File: src/hw/rtl/spr_pkg.sv
`default_nettype none
// ----------------------------------------------------------------------------
// spr_pkg
// Shared types and constants for the stepper pulse-rate ramp block.
// ----------------------------------------------------------------------------
package spr_pkg;

    localparam int PERIOD_BITS = 16;
    localparam int CLK_W       = 29;
    localparam int RATE_W      = 20;
    localparam int PSC_W       = 16;
    localparam int PROD_W      = RATE_W + PSC_W + 1;
    localparam int DVS_W       = (PERIOD_BITS + RATE_W + 1 > PROD_W) ?
                                 (PERIOD_BITS + RATE_W + 1) : PROD_W;
    localparam int CMP_W       = ((CLK_W > PERIOD_BITS) ? CLK_W : PERIOD_BITS) + 1;
    localparam int CNT_W       = $clog2(CLK_W + 1);

    localparam logic [PERIOD_BITS-1:0] PER_LIM = '1;
    localparam logic [PSC_W-1:0]       PSC_MAX = 16'hFFFF;

    localparam logic [CLK_W-1:0]  RST_TIMER_CLK = 29'd84000000;
    localparam logic [RATE_W-1:0] RST_MIN_RATE  = 20'd10000;
    localparam logic [RATE_W-1:0] RST_MAX_RATE  = 20'd200000;
    localparam logic [RATE_W-1:0] RST_RATE_STEP = 20'd10000;

    typedef enum logic [1:0] {
        CMD_SET      = 2'd0,
        CMD_START    = 2'd1,
        CMD_INCREASE = 2'd2,
        CMD_STOP     = 2'd3
    } t_cmd;

    typedef enum logic [1:0] {
        CFG_TIMER_CLK = 2'd0,
        CFG_MIN_RATE  = 2'd1,
        CFG_MAX_RATE  = 2'd2,
        CFG_RATE_STEP = 2'd3
    } t_cfg_idx;

    typedef enum logic [2:0] {
        S_IDLE,
        S_PREP,
        S_LOAD1,
        S_DIV1,
        S_MUL,
        S_DIV2,
        S_DONE
    } t_state;

    typedef struct packed {
        t_cmd              command;
        logic [RATE_W-1:0] rate_request_hz;
        logic              turn_direction;
    } t_in_item;

    typedef struct packed {
        logic [15:0]       prescale_value;
        logic [15:0]       period_value;
        logic [14:0]       compare_value;
        logic [RATE_W-1:0] current_rate_hz;
        logic              pulses_on;
        logic              driver_enable;
        logic              direction_out;
        logic              rate_error;
    } t_out_item;

    typedef struct packed {
        logic              start;
        logic [CLK_W-1:0]  dividend;
        logic [DVS_W-1:0]  divisor;
    } t_div_req;

    typedef struct packed {
        logic              done;
        logic [CLK_W-1:0]  quotient;
    } t_div_rsp;

endpackage
`default_nettype wire

File: src/hw/rtl/spr_div.sv
`default_nettype none
// ----------------------------------------------------------------------------
// spr_div
// Shared restoring divider, one quotient bit per cycle.
// ----------------------------------------------------------------------------
module spr_div (
    input  wire logic              i_clk,
    input  wire logic              i_rst_n,
    input  wire spr_pkg::t_div_req i_req,
    output spr_pkg::t_div_rsp      o_rsp
);

    logic                            r_busy;
    logic                            r_done;
    logic [spr_pkg::CNT_W-1:0]       r_cnt;
    logic [spr_pkg::CLK_W-1:0]       r_rem;
    logic [spr_pkg::CLK_W-1:0]       r_quo;
    logic [spr_pkg::DVS_W-1:0]       r_dvs;

    logic [spr_pkg::CLK_W:0]         w_trial;
    logic                            w_fit;
    logic [spr_pkg::CLK_W:0]         w_diff;

    assign w_trial = {r_rem, r_quo[spr_pkg::CLK_W-1]};
    assign w_fit   = spr_pkg::DVS_W'(w_trial) >= r_dvs;
    assign w_diff  = w_trial - r_dvs[spr_pkg::CLK_W:0];

    always_ff @(posedge i_clk) begin
        if (!i_rst_n) begin
            r_busy <= 1'b0;
            r_done <= 1'b0;
            r_cnt  <= '0;
        end else begin
            r_done <= r_busy && (r_cnt == spr_pkg::CNT_W'(1));
            if (i_req.start) begin
                r_busy <= 1'b1;
                r_cnt  <= spr_pkg::CNT_W'(spr_pkg::CLK_W);
            end else if (r_busy) begin
                r_cnt <= r_cnt - spr_pkg::CNT_W'(1);
                if (r_cnt == spr_pkg::CNT_W'(1)) begin
                    r_busy <= 1'b0;
                end
            end
        end
    end

    // datapath, no reset
    always_ff @(posedge i_clk) begin
        if (i_req.start) begin
            r_rem <= '0;
            r_quo <= i_req.dividend;
            r_dvs <= i_req.divisor;
        end else if (r_busy) begin
            r_rem <= w_fit ? w_diff[spr_pkg::CLK_W-1:0] : w_trial[spr_pkg::CLK_W-1:0];
            r_quo <= {r_quo[spr_pkg::CLK_W-2:0], w_fit};
        end
    end

    assign o_rsp.done     = r_done;
    assign o_rsp.quotient = r_quo;

endmodule
`default_nettype wire

File: src/hw/rtl/stepper_pwm_rate_ramp.sv
`default_nettype none
// ----------------------------------------------------------------------------
// stepper_pwm_rate_ramp
// Step-pulse rate generator for one stepper axis: timer prescaler and
// period search with a linear rate ramp.
// ----------------------------------------------------------------------------
// Each item carries one command (set rate, start, increase, stop) and gives
// exactly one result item with the timer settings and status after it. A
// command that programs a rate goes through a preparation step, then one
// shared divider producing one quotient bit per cycle runs twice, first for
// the prescaler clk / ((2^PERIOD_BITS + 1) * f), then for the period
// clk / (f * (psc + 1)) - 1. The first run is loaded from its own load
// state and the second from the multiply state between the runs; each run
// shifts out all CLK_W quotient bits and ends with a done strobe, and a
// final commit step follows. A command that programs nothing (rejected
// rate, increase at or above the maximum) goes from preparation straight to
// commit. One item is in work at a time and the block is ready again the
// cycle after the commit. The result sits in an output register, so the
// next item is accepted while it waits to be taken; a result still waiting
// holds the next one in its commit cycle. Configuration writes take effect
// at once and are meant for idle periods only.
// ----------------------------------------------------------------------------
module stepper_pwm_rate_ramp (
    input  wire logic                       i_clk,
    input  wire logic                       i_rst_n,
    // command items
    input  wire logic                       i_in_valid,
    output logic                            o_in_ready,
    input  wire spr_pkg::t_in_item          i_in_item,
    // result items
    output logic                            o_out_valid,
    input  wire logic                       i_out_ready,
    output spr_pkg::t_out_item              o_out_item,
    // configuration writes
    input  wire logic                       i_cfg_we,
    input  wire logic [1:0]                 i_cfg_index,
    input  wire logic [spr_pkg::CLK_W-1:0]  i_cfg_wdata
);

    // configuration registers
    logic [spr_pkg::CLK_W-1:0]       r_clk_hz;
    logic [spr_pkg::RATE_W-1:0]      r_min_rate;
    logic [spr_pkg::RATE_W-1:0]      r_max_rate;
    logic [spr_pkg::RATE_W-1:0]      r_rate_step;

    // architectural state, also the visible result
    logic [spr_pkg::RATE_W-1:0]      r_rate_now;
    logic [spr_pkg::PSC_W-1:0]       r_prescale;
    logic [spr_pkg::PERIOD_BITS-1:0] r_period;
    logic                            r_running;
    logic                            r_enable;
    logic                            r_direction;
    logic                            r_err_out;
    logic                            r_out_valid;

    // sequencer and working registers
    spr_pkg::t_state                 r_state;
    spr_pkg::t_state                 n_state;
    spr_pkg::t_cmd                   r_cmd;
    logic [spr_pkg::RATE_W-1:0]      r_req;
    logic                            r_dir;
    logic [spr_pkg::RATE_W-1:0]      r_f;
    logic                            r_prog;
    logic                            r_err;
    logic [spr_pkg::PSC_W-1:0]       r_psc_new;
    logic [spr_pkg::PERIOD_BITS-1:0] r_per_new;

    spr_pkg::t_div_req               w_div_req;
    spr_pkg::t_div_rsp               w_div_rsp;

    logic [spr_pkg::RATE_W:0]        w_sum;
    logic [spr_pkg::RATE_W-1:0]      w_inc_rate;
    logic [spr_pkg::RATE_W-1:0]      w_f;
    logic                            w_want;
    logic                            w_reject;
    logic [spr_pkg::PSC_W:0]         w_psc_p1;
    logic [spr_pkg::PROD_W-1:0]      w_prod;
    logic [spr_pkg::CLK_W-1:0]       w_q2m1;
    logic                            w_per_sat;
    logic                            w_commit;
    logic                            w_accept;
    logic [31:0]                     w_per_ext;

    assign w_accept = i_in_valid && o_in_ready;
    assign w_commit = (r_state == spr_pkg::S_DONE) && (!r_out_valid || i_out_ready);

    // ---------------- configuration port ----------------
    always_ff @(posedge i_clk) begin
        if (!i_rst_n) begin
            r_clk_hz    <= spr_pkg::RST_TIMER_CLK;
            r_min_rate  <= spr_pkg::RST_MIN_RATE;
            r_max_rate  <= spr_pkg::RST_MAX_RATE;
            r_rate_step <= spr_pkg::RST_RATE_STEP;
        end else if (i_cfg_we) begin
            case (spr_pkg::t_cfg_idx'(i_cfg_index))
                spr_pkg::CFG_TIMER_CLK: r_clk_hz    <= i_cfg_wdata;
                spr_pkg::CFG_MIN_RATE:  r_min_rate  <= i_cfg_wdata[spr_pkg::RATE_W-1:0];
                spr_pkg::CFG_MAX_RATE:  r_max_rate  <= i_cfg_wdata[spr_pkg::RATE_W-1:0];
                spr_pkg::CFG_RATE_STEP: r_rate_step <= i_cfg_wdata[spr_pkg::RATE_W-1:0];
                default: ;
            endcase
        end
    end

    // ---------------- rate selection for the latched command ----------------
    // increase: add the step, clamp at the maximum, skip when already there
    assign w_sum      = {1'b0, r_rate_now} + {1'b0, r_rate_step};
    assign w_inc_rate = (w_sum > {1'b0, r_max_rate}) ? r_max_rate
                                                     : w_sum[spr_pkg::RATE_W-1:0];

    always_comb begin
        w_f    = r_min_rate;
        w_want = 1'b1;
        case (r_cmd)
            spr_pkg::CMD_SET:      w_f = r_req;
            spr_pkg::CMD_INCREASE: begin
                w_f    = w_inc_rate;
                w_want = r_rate_now < r_max_rate;
            end
            default:               w_f = r_min_rate;
        endcase
    end

    // zero rate or rate above the timer clock is refused
    assign w_reject = (w_f == '0) || (spr_pkg::CLK_W'(w_f) > r_clk_hz);

    // ---------------- shared divider ----------------
    assign w_psc_p1 = {1'b0, r_psc_new} + (spr_pkg::PSC_W + 1)'(1);
    assign w_prod   = spr_pkg::PROD_W'(r_f) * spr_pkg::PROD_W'(w_psc_p1);

    always_comb begin
        w_div_req.start    = 1'b0;
        w_div_req.dividend = r_clk_hz;
        // (2^PERIOD_BITS + 1) * f for the prescaler search
        w_div_req.divisor  = (spr_pkg::DVS_W'(r_f) << spr_pkg::PERIOD_BITS)
                             + spr_pkg::DVS_W'(r_f);
        if (r_state == spr_pkg::S_LOAD1) begin
            w_div_req.start = 1'b1;
        end else if (r_state == spr_pkg::S_MUL) begin
            // f * (psc + 1); the divider's divisor register follows the multiply
            w_div_req.start   = 1'b1;
            w_div_req.divisor = spr_pkg::DVS_W'(w_prod);
        end
    end

    spr_div u_div (
        .i_clk   (i_clk),
        .i_rst_n (i_rst_n),
        .i_req   (w_div_req),
        .o_rsp   (w_div_rsp)
    );

    // period = quotient - 1, saturated (a zero quotient wraps to the limit)
    assign w_q2m1    = w_div_rsp.quotient - spr_pkg::CLK_W'(1);
    assign w_per_sat = (w_div_rsp.quotient == '0)
                    || (spr_pkg::CMP_W'(w_q2m1) > spr_pkg::CMP_W'(spr_pkg::PER_LIM));

    // ---------------- sequencer ----------------
    always_ff @(posedge i_clk) begin
        if (!i_rst_n) begin
            r_state <= spr_pkg::S_IDLE;
        end else begin
            r_state <= n_state;
        end
    end

    always_comb begin
        n_state    = r_state;
        o_in_ready = 1'b0;
        case (r_state)
            spr_pkg::S_IDLE: begin
                o_in_ready = 1'b1;
                if (i_in_valid) begin
                    n_state = spr_pkg::S_PREP;
                end
            end
            spr_pkg::S_PREP: begin
                n_state = (w_want && !w_reject) ? spr_pkg::S_LOAD1 : spr_pkg::S_DONE;
            end
            spr_pkg::S_LOAD1: n_state = spr_pkg::S_DIV1;
            spr_pkg::S_DIV1: begin
                if (w_div_rsp.done) begin
                    n_state = spr_pkg::S_MUL;
                end
            end
            spr_pkg::S_MUL:   n_state = spr_pkg::S_DIV2;
            spr_pkg::S_DIV2: begin
                if (w_div_rsp.done) begin
                    n_state = spr_pkg::S_DONE;
                end
            end
            spr_pkg::S_DONE: begin
                if (w_commit) begin
                    n_state = spr_pkg::S_IDLE;
                end
            end
            default: n_state = spr_pkg::S_IDLE;
        endcase
    end

    // working registers, no reset needed
    always_ff @(posedge i_clk) begin
        if (w_accept) begin
            r_cmd <= i_in_item.command;
            r_req <= i_in_item.rate_request_hz;
            r_dir <= i_in_item.turn_direction;
        end
        if (r_state == spr_pkg::S_PREP) begin
            r_f    <= w_f;
            r_prog <= w_want && !w_reject;
            r_err  <= w_want && w_reject;
        end
        if ((r_state == spr_pkg::S_DIV1) && w_div_rsp.done) begin
            r_psc_new <= (w_div_rsp.quotient > spr_pkg::CLK_W'(spr_pkg::PSC_MAX))
                       ? spr_pkg::PSC_MAX : w_div_rsp.quotient[spr_pkg::PSC_W-1:0];
        end
        if ((r_state == spr_pkg::S_DIV2) && w_div_rsp.done) begin
            r_per_new <= w_per_sat ? spr_pkg::PER_LIM
                                   : w_q2m1[spr_pkg::PERIOD_BITS-1:0];
        end
    end

    // ---------------- commit and output register ----------------
    always_ff @(posedge i_clk) begin
        if (!i_rst_n) begin
            r_rate_now  <= '0;
            r_prescale  <= '0;
            r_period    <= '0;
            r_running   <= 1'b0;
            r_enable    <= 1'b0;
            r_direction <= 1'b0;
            r_err_out   <= 1'b0;
            r_out_valid <= 1'b0;
        end else begin
            if (w_commit) begin
                r_out_valid <= 1'b1;
            end else if (o_out_valid && i_out_ready) begin
                r_out_valid <= 1'b0;
            end
            if (w_commit) begin
                r_err_out <= r_err;
                if (r_prog) begin
                    r_rate_now <= r_f;
                    r_prescale <= r_psc_new;
                    r_period   <= r_per_new;
                end
                // stop turns pulses off even after reprogramming the minimum
                if (r_cmd == spr_pkg::CMD_STOP) begin
                    r_running <= 1'b0;
                end else if (r_prog) begin
                    r_running <= 1'b1;
                end
                if (r_cmd == spr_pkg::CMD_START) begin
                    r_direction <= r_dir;
                    r_enable    <= 1'b1;
                end else if (r_cmd == spr_pkg::CMD_STOP) begin
                    r_enable    <= 1'b0;
                end
            end
        end
    end

    assign w_per_ext   = 32'(r_period);
    assign o_out_valid = r_out_valid;

    assign o_out_item.prescale_value  = r_prescale;
    assign o_out_item.period_value    = w_per_ext[15:0];
    assign o_out_item.compare_value   = w_per_ext[15:1];
    assign o_out_item.current_rate_hz = r_rate_now;
    assign o_out_item.pulses_on       = r_running;
    assign o_out_item.driver_enable   = r_enable;
    assign o_out_item.direction_out   = r_direction;
    assign o_out_item.rate_error      = r_err_out;

`ifndef SYNTHESIS
    // a waiting result must not be overwritten by the next command
    a_hold_state: assert property (@(posedge i_clk) disable iff (!i_rst_n)
        (o_out_valid && !i_out_ready) |=> ($stable(r_rate_now) && $stable(r_period)
                                          && $stable(r_err_out)))
        else $error("state changed while result waited");

    // a refused rate leaves the programmed rate alone
    a_err_keeps_rate: assert property (@(posedge i_clk) disable iff (!i_rst_n)
        (w_commit && r_err) |=> ($stable(r_rate_now) && $stable(r_prescale)))
        else $error("refused rate changed timer settings");

    // the divider only finishes while the sequencer waits for it
    a_div_done_state: assert property (@(posedge i_clk) disable iff (!i_rst_n)
        w_div_rsp.done |-> ((r_state == spr_pkg::S_DIV1) || (r_state == spr_pkg::S_DIV2)))
        else $error("divider done outside a divide state");

    // an accepted item always starts its preparation step
    a_accept_prep: assert property (@(posedge i_clk) disable iff (!i_rst_n)
        w_accept |=> (r_state == spr_pkg::S_PREP))
        else $error("accepted item not started");
`endif

endmodule
`default_nettype wire

File: config.mk
export PLATFORM = sky130hd
export DESIGN_NAME = stepper_pwm_rate_ramp
export DESIGN_NICKNAME = d
export VERILOG_FILES = /design/src/hw/rtl/spr_pkg.sv /design/src/hw/rtl/spr_div.sv /design/src/hw/rtl/stepper_pwm_rate_ramp.sv
export SDC_FILE = /design/constraint.sdc
export NUM_CORES = 2
export LEC_CHECK = 0
export ABC_CLOCK_PERIOD_IN_PS = 8400
export BUFFER_PORTS_ARGS = -buffer_cell sky130_fd_sc_hd__clkbuf_2
export CELL_PAD_IN_SITES_DETAIL_PLACEMENT = 1
export CELL_PAD_IN_SITES_GLOBAL_PLACEMENT = 2
export CORE_AREA = 4 4 291 293
export DETAILED_ROUTE_END_ITERATION = 10
export DIE_AREA = 0 0 295 297
export GPL_TIMING_DRIVEN = 0
export PLACE_DENSITY = 0.83
export SLEW_MARGIN = 10
export SYNTH_ARGS = -nofsm -noshare
export SYNTH_HDL_FRONTEND = slang
export SYNTH_SLANG_ARGS = --single-unit
File: constraint.sdc
create_clock -name i_clk -period 8.4 [get_ports i_clk]
set_clock_uncertainty 0.15 [all_clocks]
set_input_delay 0.84 -clock i_clk [delete_from_list [all_inputs] [get_ports i_clk]]
set_output_delay 0.84 -clock i_clk [all_outputs]
set_load 0.02 [all_outputs]
Yosys cells after proc, flatten, opt, wreduce, memory -nomap -nowiden --
Cells that the tools add are included. W data, S select, Z words.
Storage, ports and cells: register bits after elaboration 328, input port bits 59, output and inout port bits 73
Operators by class: $add $sub $neg 6, reductions and logical operators 32, order comparisons 6, equal/unequal tests 17, multiply operators 1, mux-type cells 28, bitwise operators 1
Operators with widths (number):
- $mux W29 | 3
- $mux W37 | 2
- $gt A29 B16 Y1 const B | 2
- $pmux W20 S2 | 1
- $add A36 B20 Y37 | 1
- $ge A30 B37 Y1 | 1
- $mul A20 B17 Y37 | 1
- $gt A20 B29 Y1 | 1
- $logic_not A29 Y1 | 1
- $sub A29 B1 Y29 const B | 1
- $sub A29 B29 Y29 | 1
- $add A20 B20 Y21 | 1
- $gt A21 B20 Y1 | 1
- $pmux W3 S7 | 1
- $logic_not A20 Y1 | 1
- $lt A20 B20 Y1 | 1
- $mux W20 | 1
- $add A16 B1 Y17 const B | 1
- $reduce_and A2 Y1 | 8
- $mux W3 | 5
- $mux W1 | 13
- $mux W5 | 2
- $eq A3 B3 Y1 const B | 3
- $eq A2 B2 Y1 const B | 4
- other kinds (16) | 34

Longest topological paths before layout --
depth after elaboration 10, gate-level depth with buffers 33

By module --
Synthesis repeated with hierarchy kept, for this count alone.
Second synthesis, totals: cells, all modules 3384, area total of the unflattened synthesis 29891.2 µm²
Modules (own cells, without submodules):
- stepper_pwm_rate_ramp | cells an instance 2804, instances 1, area an instance 23944.2 µm²
- spr_div | cells an instance 580, instances 1, area an instance 5947.0 µm²

Worst setup path before layout --
OpenSTA, ideal clock, no wires.
kind reg-to-reg, from register r_psc_new[2] (netlist name), to register u_div.r_dvs[36] (netlist name) (data pin), arrival time 7.658 ns, stages on the path, launching flop included 32, path buffers 1, required time 7.986 ns, setup time 0.264 ns, setup slack 0.328 ns, path through edfxtp_1 -> and3_1 -> and2_0 -> and3_1 -> nand2_1 -> nor2_1 -> nand3_1 -> xnor2_1 -> clkbuf_1 -> nand2_1 -> fa_1 -> inv_1 -> fa_1 -> fa_1 -> fa_1 -> inv_1 -> fa_1 -> inv_1 -> fa_1 -> ha_1 -> a21o_1 -> a21o_1 -> a2111oi_0 -> nor3_1 -> a21oi_1 -> a21oi_1 -> a311oi_1 -> o22ai_1 -> o41a_1 -> a21oi_1 -> xnor2_1 -> o21ai_1
RTL lines:
- from (decl) | RTL line stepper_pwm_rate_ramp.sv:65 | logic [spr_pkg::PSC_W-1:0] r_psc_new;
- from (signal assigned) | RTL line stepper_pwm_rate_ramp.sv:214 | r_psc_new <= (w_div_rsp.quotient > spr_pkg::CLK_W'(spr_pkg::PSC_MAX))
- to (signal assigned) | RTL line spr_div.sv:52 | r_dvs <= i_req.divisor;
- to (decl) | RTL line spr_div.sv:18 | logic [spr_pkg::DVS_W-1:0] r_dvs;

==> impl_summary.txt <==
----------------------------------------------------
[Clock network]
  Worst-case clock buffer depth ... 3
  Clk_lat worst skew ... approximately 0.59 ns
  CTS root buf ... sky130_fd_sc_hd__clkbuf_16
  Cts bufs inserted ... 40
  Worst-path clk slew ... roughly 0.060 ns
  CTS tree ... built
  Sink count of the clock tree ... between 300 and 400
  # H-tree levels ... 2

[Yosys]
  Combined area of all synthesized cells ... 29300 sq um
  Main area contributors after synthesis ... sky130_fd_sc_hd__fa_1 (19%), sky130_fd_sc_hd__edfxtp_1 (15%), sky130_fd_sc_hd__dfxtp_1 (13%)
  Number of enable-type register cells in the synthesized netlist ... around 140
  Count of state elements after synthesis ... ~330
  Synthesized netlist cell count ... ~3400
  Syn_nets ... around 3900
  Sequential fraction of the synthesis area ... 0.273
  Mean instance size in the synthesized netlist ... between 8 and 9 sq um
  Ys flop type ... sky130_fd_sc_hd__dfxtp_1
  Area share of the largest cell type after synthesis ... 0.186
  Synth warnings ... 0
  Fraction of registers with async set or reset after synthesis ... 0
  Count of distinct cell types in the synthesized netlist ... 85
  Post-synth top area cell ... sky130_fd_sc_hd__fa_1

[STA]
  Pin slew with the least headroom to its limit ... ~1.2 ns
  Post-route minimum period ... 8.27 ns
  RSZ-0062 raised after global routing ... true
  Number of pins exceeding their max-slew limit in the final report ... 0
  Final count of hold timing violations ... 0
  Total of endpoints with negative setup slack in the final report ... 0
  Maximum achievable frequency ... 121 MHz
  Share of the clock period used by the worst path ... 0.984
  Setup_tns ... 0 ns
  Relative slew slack ... 0.212

[Hold path]
  Class of the worst hold path ... primary input to flip-flop
  Worst hold stages ... 1

[Worst setup path]
  Critical Path Max Stage Delay ... around 0.56 ns
  Logic depth of the worst register-to-register path ... 30
  Worst-path fanout max ... 7
  Setup crit end kind ... flip-flop
  Arrival time at the worst endpoint ... 8.44 ns
  Startpoint type of the worst setup path ... flip-flop
  Required arrival time at the worst endpoint ... between 8 and 9 ns
  Category of the critical setup timing path ... flip-flop to flip-flop
  Slowest-stage cell, CP ... sky130_fd_sc_hd__fa_2
  Crit-path most repeated cell ... sky130_fd_sc_hd__fa_2

[Layout]
  Layout net count ... between 4000 and 5000
  Filler cells ... 9670
  Ratio of cells with drive above 1 in the final layout ... 0.111
  Area growth from synthesis to layout ... 14.6%

[Global routing]
  Vias in the first global route ... ~26000
  Antenna violations before repair ... 1
  First-pass GRT wire length ... about 160 mm
  Pin count of the biggest net entering global routing ... between 40 and 50
  Total GRT Usage ... 0.240
  Total grt overflow ... 0

[Pwr]
  Power density normalized to cell area ... approximately 180 nW/um^2
  Leakage Power ... 14.6 nW
  Peak supply drop ... ~0.14 mV
  Overall power after layout ... approximately 6.0 mW

[Routing]
  Count of vias placed by the detailed router ... ~25000
  Detail-routed net length per standard cell ... about 23 microns
  Routed Antenna Nets ... 0
  First drt pass iteration count ... 7
  Post-detailed-route via-to-cell ratio ... approximately 5.3
  Detailed router's first-iteration violation count ... around 1500
  DRC violation count after routing ... 0
  Wire length reported by the detailed router ... about 110 mm

[Placed design]
  Final weighted congestion of routability-driven global placement ... about 0.88
  HPWL reported at the end of detailed placement ... 82.9 mm
  Number of port buffers ... between 100 and 150

[Die]
  Placeable core region ... between 80000 and 90000 sq um
  Chip Height ... approximately 300 microns
  DIE AREA ... 87600 sq um
  Die boundary width ... between 200 and 300 microns
  Initial standard-cell utilization of the core ... 0.357
  Count of boundary I/O pins ... 132
  FP Rows ... 105

[Status]
  Result of the run ... finished clean

[Run]
  Max Cap Violations ... 0

----------------------------------------------------
-- critical path, delay by kind of cell, from the launching register on --
| kind | cells | cell delay [ns] |
|---|---|---|
| compound gates | 10 | 2.34 |
| simple gates | 6 | 0.91 |
| flops | 1 | 0.45 |
| xor+xnor | 2 | 0.39 |
| buf+inv | 5 | 0.48 |
| fa+ha+maj | 7 | 3.27 |
-- final timing paths --
check | slack (ns) | to | start
worst max-delay path | 0.13 | u_div.r_dvs[36] | r_psc_new[2]
worst min-delay path | 0.28 | r_req[6] | i_in_item[7]
worst max register to register | 0.13 | u_div.r_dvs[36] | r_psc_new[2]
worst min register to register | 0.31 | r_prescale[2] | r_prescale[2]
-- state kept, by name, summed over array words and instances, names as in the netlist, 2 cells and up --
signal,cells
u_div.r_rem,29
r_clk_hz,29
r_rate_step,20
u_div.r_cnt,5
r_cmd,2
r_rate_now,20
r_max_rate,20
r_period,16
r_state,3
u_div.r_quo,29
r_min_rate,20
r_f,20
r_per_new,16
r_req,20
r_prescale,16
u_div.r_dvs,37
r_psc_new,16
-- cell type report --
type / instances / area (sq um) / area share
multi-input combinational: 2448 / 19300 / 0.577
sequential: 328 / 8000 / 0.239
inverter: 408 / 1530 / 0.0457
tap: 1070 / 1340 / 0.0399
clock buffer: 52 / 1100 / 0.0327
timing repair buffer: 178 / 1020 / 0.0306
buffer: 195 / 983 / 0.0293
clock inverter: 22 / 214 / 0.00638
antenna: 4 / 10.0 / 0.000299
-- cells by family after synthesis --
group,share of synthesized area
adder cells (fa/ha/maj),0.284
AO/OA/AOI/OAI,0.133
flip-flops,0.273
AND/OR/NAND/NOR,0.191
multiplexers,0.00479
XOR/XNOR,0.0329
buffers and inverters,0.0805
-- where the power goes --
part	switching, mW	leakage [nW]	total, mW	internal (mW)
clock network	0.747	0.648	1.77	1.02
registers	0.185	2.72	2.13	1.95
logic	1.41	11.3	2.15	0.733
total	2.35	14.6	6.05	3.70
-- cell usage after synthesis, types with 4 or more instances --
cell type and count:
sky130_fd_sc_hd__a41oi_1 4, sky130_fd_sc_hd__o21a_1 20, sky130_fd_sc_hd__inv_1 407, sky130_fd_sc_hd__xor2_1 42, sky130_fd_sc_hd__a31oi_1 18, sky130_fd_sc_hd__a311o_1 4
sky130_fd_sc_hd__nor4_1 12, sky130_fd_sc_hd__or2_2 8, sky130_fd_sc_hd__nand2_1 715, sky130_fd_sc_hd__a21oi_1 120, sky130_fd_sc_hd__a2111oi_0 5, sky130_fd_sc_hd__nand4_1 30
sky130_fd_sc_hd__o21bai_1 7, sky130_fd_sc_hd__o211ai_1 26, sky130_fd_sc_hd__buf_4 21, sky130_fd_sc_hd__or4_1 8, sky130_fd_sc_hd__nand3_1 54, sky130_fd_sc_hd__a21boi_0 127
sky130_fd_sc_hd__nor2_1 123, sky130_fd_sc_hd__nor2b_1 72, sky130_fd_sc_hd__nor3_1 42, sky130_fd_sc_hd__mux2i_1 14, sky130_fd_sc_hd__fa_1 272, sky130_fd_sc_hd__or3_1 16
sky130_fd_sc_hd__clkbuf_1 175, sky130_fd_sc_hd__o21ai_1 8, sky130_fd_sc_hd__xnor2_1 68, sky130_fd_sc_hd__ha_1 230, sky130_fd_sc_hd__a22o_1 4, sky130_fd_sc_hd__a21o_1 41
sky130_fd_sc_hd__o21ai_0 121, sky130_fd_sc_hd__o31ai_1 16, sky130_fd_sc_hd__o31a_1 8, sky130_fd_sc_hd__a211oi_1 16, sky130_fd_sc_hd__edfxtp_1 143, sky130_fd_sc_hd__nand2b_1 57
sky130_fd_sc_hd__dfxtp_1 185, sky130_fd_sc_hd__and2_1 53, sky130_fd_sc_hd__and3_1 17, sky130_fd_sc_hd__nor3b_1 5
-- layout by cell type, fill, tap and decap left out, types with 41 or more instances in the layout --
cell type	n
sky130_fd_sc_hd__a21boi_0	127
sky130_fd_sc_hd__a21o_1	41
sky130_fd_sc_hd__a21oi_1	113
sky130_fd_sc_hd__and2_1	52
sky130_fd_sc_hd__buf_4	74
sky130_fd_sc_hd__clkbuf_1	130
sky130_fd_sc_hd__clkbuf_2	154
sky130_fd_sc_hd__dfxtp_1	185
sky130_fd_sc_hd__edfxtp_1	143
sky130_fd_sc_hd__fa_1	260
sky130_fd_sc_hd__ha_1	223
sky130_fd_sc_hd__inv_1	403
sky130_fd_sc_hd__nand2_1	711
sky130_fd_sc_hd__nand2b_1	57
sky130_fd_sc_hd__nand3_1	52
sky130_fd_sc_hd__nor2_1	119
sky130_fd_sc_hd__nor2b_1	72
sky130_fd_sc_hd__o21ai_0	117
sky130_fd_sc_hd__xnor2_1	58
-- repair_timing --
item | in CTS | in global routing
endpoints found under the setup margin | 13 | 9
hold buffers | 0 | 0
pin swaps | 18 | 63
gates cloned | 0 | 1
buffers inserted | 23 | 25
resized for setup | 71 | 158
-- per-layer routing --
metal | GRT usage | wire [microns] | vias to the layer above
li1 | - | - | 11500
met1 | 0.307 | 45100 | 12500
met2 | 0.416 | 52400 | 647
met3 | 0.0340 | 5550 | 184
met4 | 0.0806 | 3370 | 0
met5 | 0 | 0 | -
-- stage by stage --
stage | area, sq um | util | std cells | hold WS, ns | worst slack, ns
after floorplan | 29300 | - | 3382 | 0.280 | 0.328
after global placement | 31200 | 0.382 | 4581 | 0.301 | -1.52
after detailed placement | 31200 | 0.382 | 4581 | 0.309 | -1.60
after CTS | 33000 | 0.403 | 4677 | 0.261 | 0.00366
after global routing | 33500 | 0.409 | 4701 | 0.269 | -0.115
final | 33500 | 0.410 | 4705 | 0.284 | 0.133
No activity file was read; power rests on OpenSTA's default activity.
